--- src/fbfl_pkg.sv ---
`default_nettype none

package fbfl_pkg;

    localparam int MAX_BLOCKS_DEF = 256;
    localparam int POOL_BLOCKS_RST = 256;
    localparam logic [15:0] BLOCK_SIZE_RST = 16'd16;

    localparam int CFG_INDEX_W = 4;
    localparam int CFG_DATA_W = 16;
    localparam logic [CFG_INDEX_W-1:0] CFG_POOL_BLOCKS = 4'd0;
    localparam logic [CFG_INDEX_W-1:0] CFG_BLOCK_SIZE = 4'd1;

    localparam logic FUNC_ALLOC = 1'b0;
    localparam logic FUNC_RELEASE = 1'b1;

    localparam logic [1:0] ST_OK = 2'd0;
    localparam logic [1:0] ST_EMPTY = 2'd1;
    localparam logic [1:0] ST_RANGE = 2'd2;

    typedef struct packed {
        logic       func;
        logic [7:0] block_index;
    } req_t;

    typedef struct packed {
        logic [1:0]  status;
        logic [7:0]  granted_index;
        logic [23:0] granted_offset;
    } rsp_t;

    // controller to datapath
    typedef struct packed {
        logic sweep_start;
        logic sweep_step;
        logic pop_read;
        logic pop_done;
        logic push;
        logic flag_empty;
        logic flag_range;
    } cmd_t;

    // datapath to controller
    typedef struct packed {
        logic sweep_last;
        logic list_empty;
        logic range_err;
    } stat_t;

endpackage

`default_nettype wire

--- src/fbfl_ctrl.sv ---
`default_nettype none

module fbfl_ctrl (
    input  wire logic          clk,
    input  wire logic          rst_n,
    input  wire logic          req_valid,
    output logic               req_stall,
    input  wire logic          req_func,
    output logic               rsp_valid,
    input  wire logic          rsp_stall,
    input  wire logic          cfg_count_wr,
    input  wire fbfl_pkg::stat_t stat,
    output fbfl_pkg::cmd_t     cmd
);
    import fbfl_pkg::*;

    typedef enum logic [1:0] {
        S_INIT,
        S_IDLE,
        S_READ
    } state_t;

    state_t state_reg;
    state_t state_next;
    logic   rsp_valid_reg;
    logic   rsp_valid_next;
    logic   accept;

    assign rsp_valid = rsp_valid_reg;
    assign req_stall = (state_reg != S_IDLE) || cfg_count_wr || (rsp_valid_reg && rsp_stall);
    assign accept = req_valid && !req_stall;

    always_comb
    begin
        cmd = '0;
        state_next = state_reg;
        case (state_reg)
            S_INIT:
            begin
                cmd.sweep_step = 1'b1;
                if (stat.sweep_last)
                begin
                    state_next = S_IDLE;
                end
            end
            S_IDLE:
            begin
                if (accept)
                begin
                    if (req_func == FUNC_ALLOC)
                    begin
                        if (stat.list_empty)
                        begin
                            cmd.flag_empty = 1'b1;
                        end
                        else
                        begin
                            cmd.pop_read = 1'b1;
                            state_next = S_READ;
                        end
                    end
                    else if (stat.range_err)
                    begin
                        cmd.flag_range = 1'b1;
                    end
                    else
                    begin
                        cmd.push = 1'b1;
                    end
                end
            end
            S_READ:
            begin
                cmd.pop_done = 1'b1;
                state_next = S_IDLE;
            end
            default:
            begin
                state_next = S_INIT;
            end
        endcase
        // a new block count rebuilds the chain from scratch
        if (cfg_count_wr)
        begin
            cmd = '0;
            cmd.sweep_start = 1'b1;
            state_next = S_INIT;
        end
    end

    always_comb
    begin
        rsp_valid_next = rsp_valid_reg;
        if (rsp_valid_reg && !rsp_stall)
        begin
            rsp_valid_next = 1'b0;
        end
        if (cmd.pop_done || cmd.push || cmd.flag_empty || cmd.flag_range)
        begin
            rsp_valid_next = 1'b1;
        end
    end

    always_ff @(posedge clk or negedge rst_n)
    begin
        if (!rst_n)
        begin
            state_reg <= S_INIT;
            rsp_valid_reg <= 1'b0;
        end
        else
        begin
            state_reg <= state_next;
            rsp_valid_reg <= rsp_valid_next;
        end
    end

endmodule

`default_nettype wire

--- src/fbfl_datapath.sv ---
`default_nettype none

module fbfl_datapath #(
    parameter int MAX_BLOCKS = fbfl_pkg::MAX_BLOCKS_DEF
) (
    input  wire logic                             clk,
    input  wire logic                             rst_n,
    input  wire fbfl_pkg::cmd_t                   cmd,
    output fbfl_pkg::stat_t                       stat,
    input  wire logic                             cfg_count_wr,
    input  wire logic                             cfg_size_wr,
    input  wire logic [fbfl_pkg::CFG_DATA_W-1:0]  cfg_data,
    input  wire logic [7:0]                       req_index,
    output fbfl_pkg::rsp_t                        rsp
);
    import fbfl_pkg::*;

    localparam int IDXW = $clog2(MAX_BLOCKS);
    localparam int CNTW = $clog2(MAX_BLOCKS + 1);
    localparam int CW = (CNTW > 9) ? CNTW : 9;
    localparam int PW = IDXW + 24;

    // link entry: end-of-chain bit over the next block index
    logic [IDXW:0]      link_mem [MAX_BLOCKS];
    logic [IDXW:0]      rd_data_reg;

    logic [IDXW-1:0]    head_reg;
    logic               empty_reg;
    logic [IDXW-1:0]    ptr_reg;
    logic [CNTW-1:0]    count_reg;
    logic [15:0]        size_reg;
    rsp_t               rsp_reg;

    logic [CW-1:0]      cfg_count_cw;
    logic [CW-1:0]      count_clamped;
    logic [CW-1:0]      idx_cw;
    logic [CW-1:0]      ptr_cw;
    logic [CW-1:0]      head_cw;
    logic [IDXW-1:0]    rel_idx;
    logic [IDXW-1:0]    ptr_inc;
    logic               sweep_last;
    logic [IDXW+15:0]   prod;
    logic [PW-1:0]      prod_w;

    assign cfg_count_cw = CW'(cfg_data[8:0]);
    always_comb
    begin
        if (cfg_count_cw == '0)
        begin
            count_clamped = CW'(1);
        end
        else if (cfg_count_cw > CW'(MAX_BLOCKS))
        begin
            count_clamped = CW'(MAX_BLOCKS);
        end
        else
        begin
            count_clamped = cfg_count_cw;
        end
    end

    assign idx_cw = CW'(req_index);
    assign rel_idx = idx_cw[IDXW-1:0];
    assign ptr_cw = CW'(ptr_reg);
    assign head_cw = CW'(head_reg);
    assign ptr_inc = IDXW'(ptr_reg + 1);
    assign sweep_last = (ptr_cw + CW'(1)) == CW'(count_reg);

    assign prod = head_reg * size_reg;
    assign prod_w = PW'(prod);

    assign stat.sweep_last = sweep_last;
    assign stat.list_empty = empty_reg;
    assign stat.range_err = idx_cw >= CW'(count_reg);
    assign rsp = rsp_reg;

    always_ff @(posedge clk)
    begin
        if (cmd.sweep_step)
        begin
            link_mem[ptr_reg] <= sweep_last ? {1'b1, {IDXW{1'b0}}} : {1'b0, ptr_inc};
        end
        else if (cmd.push)
        begin
            link_mem[rel_idx] <= {empty_reg, head_reg};
        end
        if (cmd.pop_read)
        begin
            rd_data_reg <= link_mem[head_reg];
        end
    end

    always_ff @(posedge clk or negedge rst_n)
    begin
        if (!rst_n)
        begin
            head_reg <= '0;
            empty_reg <= 1'b0;
            ptr_reg <= '0;
            count_reg <= CNTW'(POOL_BLOCKS_RST > MAX_BLOCKS ? MAX_BLOCKS : POOL_BLOCKS_RST);
            size_reg <= BLOCK_SIZE_RST;
        end
        else
        begin
            if (cfg_count_wr)
            begin
                count_reg <= CNTW'(count_clamped);
            end
            if (cfg_size_wr)
            begin
                size_reg <= cfg_data[15:0];
            end
            if (cmd.sweep_start)
            begin
                ptr_reg <= '0;
                head_reg <= '0;
                empty_reg <= 1'b0;
            end
            else if (cmd.sweep_step)
            begin
                ptr_reg <= ptr_inc;
            end
            else if (cmd.pop_done)
            begin
                head_reg <= rd_data_reg[IDXW-1:0];
                empty_reg <= rd_data_reg[IDXW];
            end
            else if (cmd.push)
            begin
                head_reg <= rel_idx;
                empty_reg <= 1'b0;
            end
        end
    end

    always_ff @(posedge clk)
    begin
        if (cmd.pop_done)
        begin
            rsp_reg.status <= ST_OK;
            rsp_reg.granted_index <= head_cw[7:0];
            rsp_reg.granted_offset <= prod_w[23:0];
        end
        else if (cmd.push || cmd.flag_empty || cmd.flag_range)
        begin
            rsp_reg.status <= cmd.flag_empty ? ST_EMPTY : (cmd.flag_range ? ST_RANGE : ST_OK);
            rsp_reg.granted_index <= '0;
            rsp_reg.granted_offset <= '0;
        end
    end

endmodule

`default_nettype wire

--- src/fixed_block_free_list_allocator.sv ---
`default_nettype none

// channel   direction  handshake             payload
// req       in         req_valid/req_stall   req_item (func, block_index)
// rsp       out        rsp_valid/rsp_stall   rsp_item (status, granted_index, granted_offset)
// cfg       in         cfg_valid/cfg_ready   cfg_index, cfg_data
//
// allocate: the head's link entry is registered at accept, then S_READ loads the head from it
// release and rejected items finish at accept; a release writes the link and moves the head
// a sweep writes one chain link per cycle, one link per block in use; req_stall is high
// through it after reset, and also while the pool size is written
// cfg writes are always taken
// a result held by rsp_stall blocks the next item until the output register drains
module fixed_block_free_list_allocator #(
    parameter int MAX_BLOCKS = fbfl_pkg::MAX_BLOCKS_DEF
) (
    input  wire logic                                clk,
    input  wire logic                                rst_n,
    input  wire logic                                req_valid,
    output logic                                     req_stall,
    input  wire fbfl_pkg::req_t                      req_item,
    output logic                                     rsp_valid,
    input  wire logic                                rsp_stall,
    output fbfl_pkg::rsp_t                           rsp_item,
    input  wire logic                                cfg_valid,
    output logic                                     cfg_ready,
    input  wire logic [fbfl_pkg::CFG_INDEX_W-1:0]    cfg_index,
    input  wire logic [fbfl_pkg::CFG_DATA_W-1:0]     cfg_data
);
    import fbfl_pkg::*;

    cmd_t cmd;
    stat_t stat;
    logic cfg_count_wr;
    logic cfg_size_wr;

    assign cfg_ready = 1'b1;
    assign cfg_count_wr = cfg_valid && (cfg_index == CFG_POOL_BLOCKS);
    assign cfg_size_wr = cfg_valid && (cfg_index == CFG_BLOCK_SIZE);

    fbfl_ctrl u_ctrl (
        .clk          (clk),
        .rst_n        (rst_n),
        .req_valid    (req_valid),
        .req_stall    (req_stall),
        .req_func     (req_item.func),
        .rsp_valid    (rsp_valid),
        .rsp_stall    (rsp_stall),
        .cfg_count_wr (cfg_count_wr),
        .stat         (stat),
        .cmd          (cmd)
    );

    fbfl_datapath #(
        .MAX_BLOCKS (MAX_BLOCKS)
    ) u_datapath (
        .clk          (clk),
        .rst_n        (rst_n),
        .cmd          (cmd),
        .stat         (stat),
        .cfg_count_wr (cfg_count_wr),
        .cfg_size_wr  (cfg_size_wr),
        .cfg_data     (cfg_data),
        .req_index    (req_item.block_index),
        .rsp          (rsp_item)
    );

endmodule

`default_nettype wire
--- config.mk ---
export PLATFORM = sky130hd
export DESIGN_NAME = fixed_block_free_list_allocator
export DESIGN_NICKNAME = d
export VERILOG_FILES = /design/src/fbfl_pkg.sv /design/src/fbfl_ctrl.sv /design/src/fbfl_datapath.sv /design/src/fixed_block_free_list_allocator.sv
export SDC_FILE = /design/constraint.sdc
export NUM_CORES = 2
export LEC_CHECK = 0
export BUFFER_PORTS_ARGS = -buffer_cell sky130_fd_sc_hd__buf_2
export CORE_ASPECT_RATIO = 1.2
export CORE_UTILIZATION = 45
export CTS_BUF_LIST = sky130_fd_sc_hd__clkbuf_8
export DETAILED_ROUTE_END_ITERATION = 12
export PLACE_DENSITY_LB_ADDON = 0.2
export SYNTH_ARGS = -nofsm -noshare
export SYNTH_HDL_FRONTEND = slang
export SYNTH_HIERARCHICAL = 1
export SYNTH_SLANG_ARGS = --single-unit
--- constraint.sdc ---
create_clock -name clk -period 34.3 [get_ports clk]
set_input_delay 1.715 -clock clk [delete_from_list [all_inputs] [get_ports clk]]
set_output_delay 1.715 -clock clk [all_outputs]
set_load 0.01 [all_outputs]
==> metrics.txt <==
leakage 0.0345 µW; Synth Area in Adders 2.40%; vias in the first global route 50469; sequential area share after synthesis 73.4%; CP max-delay cell dfrtp_4; Core Box Area 215000 µm²; post-synthesis cell count 5073; Buf/Inv on CP 3; Vias 49144; Synth area leader edfxtp_1; I/O Buffers 69; GRT overflow 0; clock tree root driver cell clkbuf_8; Synth async-reset ratio 1.88%; PwrDens 87.0 nW/µm²; Util after Layout 50.2%; Die Span Y 512 µm; syn nets 5244; Ports 71; Placement Rows 186; Worst-Skew Late Latency 1080 ps; dpl ws 27180 ps; most frequent cells after synthesis edfxtp_1 (2345), mux4_2 (504), nor2_1 (301), nand2_1 (269), mux2i_1 (226); Final period util 18.3%; total clock sinks 2392; Wirelength per Cell 29.1 µm; prevailing post-synth register cell edfxtp_1; Hold/Removal Path Class reg2reg; startpoint types flip-flop; Worst Tran Pin Value 1280 ps; Post-CTS Hold Fix Bufs 0; Mapped Area 97500 µm²; layout cells sized above 1 21.8%; Max FO, Critical Path 91; fraction of synthesized cell area in xor and xnor cells 0.287%; Die ar. 219000 µm²; most frequent cell after synthesis edfxtp_1; post-route total power 9380 µW; Total Nets Final 5487; max reg flops 2304; count of cell types in the netlist 68; min Tclk post-route 6290 ps; global-route usage over all layers 22.6%; DRT Pass-1 Iters 5; antenna violations before repair 10; proportion of synthesized area in mux cells 14.2%; largest family of logic cells by synthesized area multiplexers; post-CTS sizing 0; Warnings, synthesis 6; Iter 0 DRT Violations 5093; Initial Utilization 45.4%; Detail Route Antenna Nets 0; Yosys top cell area share 72.2%; max incr delay on CP 960 ps; first-pass GRT wire length 358000 µm; RSZ-0062 raised after global routing false; simple-gate share of the synthesized area 4.95%; Setup Viol. Count Final 0; aggregate routed wire length 245000 µm; TritonCTS Buffers 373; worst vdd ir 0.141 mV; clk buf depth 4; CP endpoint kind flip-flop; Final Hold Fails 0; Die Wd 427 µm; WP data arrival 7040 ps; average size of a mapped cell 19.2 µm²; max-cap check violation count 0; fmax 159 MHz; Final Skew 60.2 ps; Post-synth EDFFs 2345; clock-pin slew on the worst setup and hold paths 60 ps; GP Congestion 0.833; leading post-synthesis cells by cell area edfxtp_1 (72%), mux4_2 (12%), mux2i_1 (2.3%); Critical Path, Cell by Cell buf_12, buf_4, buf_4, mux4_2, nor2b_1, a221o_1, nand2_1, nand4_1, nand4_1, nor4_1; Slew Limit Fails 0; Via density 5.84; WS Path Type reg2reg; largest net degree at the start of global routing 190; Slew headroom 14.7%; CTS tree yes; Req. time, crit path 35040 ps; # H-tree levels 5; setup TNS 0 ps; worst hold slack 535 ps; Compound-Gate Fraction of Synth Area 2.67%; area grow syn2layout 10.6%; status completed; #FFs+latches synth 2392; post-detail-place hpwl 144000 µm; fin worst setup slack 28010 ps; DRC errors left 0; post-CTS setup buffers 0; Top delay family on crit path buffers and inverters
-- layer usage --
layer / wire length (µm) / GRT usage, % / vias up / share of wire (%)
met3: 19300 / 4.73 / 357 / 7.9
li1: - / - / 20862 / -
met2: 118000 / 35.7 / 2173 / 48
met1: 102000 / 31.6 / 25750 / 41
met4: 6670 / 6.61 / 2 / 2.7
met5: 3 / 0 / - / 0.0012
-- path summary, 6_finish.rpt --
path                                               startpoint                                  end  slack (ps)  cells after the start
min in group asynchronous                               rst_n  u_datapath/size_reg[13]$_DFFE_PN0P_         760                      2
setup reg to reg           u_datapath/head_reg[0]$_DFFE_PN0P_  u_datapath/rd_data_reg[0]$_DFFE_PP_       28010                     10
hold reg to reg               u_datapath/rsp[32]$_SDFFE_PP0P_      u_datapath/rsp[32]$_SDFFE_PP0P_         530                      2
max in group asynchronous                               rst_n   u_datapath/head_reg[2]$_DFFE_PN0P_       33020                      2
setup / recovery           u_datapath/head_reg[0]$_DFFE_PN0P_  u_datapath/rd_data_reg[0]$_DFFE_PP_       28010                     10
hold / removal                u_datapath/rsp[32]$_SDFFE_PP0P_      u_datapath/rsp[32]$_SDFFE_PP0P_         530                      2
-- area by class of cell --
cell class / count / area (µm²)
multi-input combinational: 2288 / 24100
tap: 2820 / 3530
inverter: 106 / 405
clock inverter: 270 / 1830
antenna: 5 / 12.5
timing repair buffer: 155 / 1150
fill: 17157 / 107000
clock buffer: 384 / 5290
sequential: 2392 / 71600
-- layout by cell type, fill, tap and decap left out, types with 21 or more instances in the layout --
cell type and instances:
a21oi_1 58, a221o_1 36, a221oi_1 36, a22oi_1 72
and2_1 134, buf_2 69, buf_4 73, bufinv_16 26
clkbuf_8 384, clkinv_1 97, clkinv_2 60, dfrtp_1 37
edfxtp_1 2345, fa_1 84, ha_1 53, inv_1 178
mux2i_1 226, mux4_2 504, nand2_1 257, nand3_1 77
nand4_1 66, nor2_1 297, nor2b_1 43, o211ai_1 38
o21ai_0 50, o21ai_1 22, xnor2_1 21
-- cells by family (layout without fill, tap and decap cells) --
logic type	Yosys count	in the layout
AOI/OAI and AO/OA	368	368
xor gates and xnor gates	32	32
adders and majority gates	137	137
buffers and inverters	393	915
DFF	2392	2392
muxes	749	749
other	1	6
and+or+nand+nor	1001	1001
-- report_power, final --
group | leakage (µW) | switching, µW | internal (µW)
clock network | 0.00391 | 1090 | 1240
registers | 0.0214 | 98.9 | 3750
logic | 0.00913 | 2110 | 1100
total | 0.0345 | 3300 | 6080
-- per-stage QoR --
step                      cell area [µm²]  std cells
after floorplan                     97500       5073
after global placement             101000       7761
after detailed placement           101000       7761
after CTS                          108000       8415
after global routing               108000       8416
final                              108000       8420
-- worst register-to-register path: stages, from the launching register on --
cell	delay, ps
dfrtp_4	960
buf_12	650
buf_4	950
buf_4	840
mux4_2	420
nor2b_1	270
a221o_1	190
nand2_1	90
nand4_1	390
nand4_1	510
nor4_1	740
No activity file was read; power rests on OpenSTA's default activity.
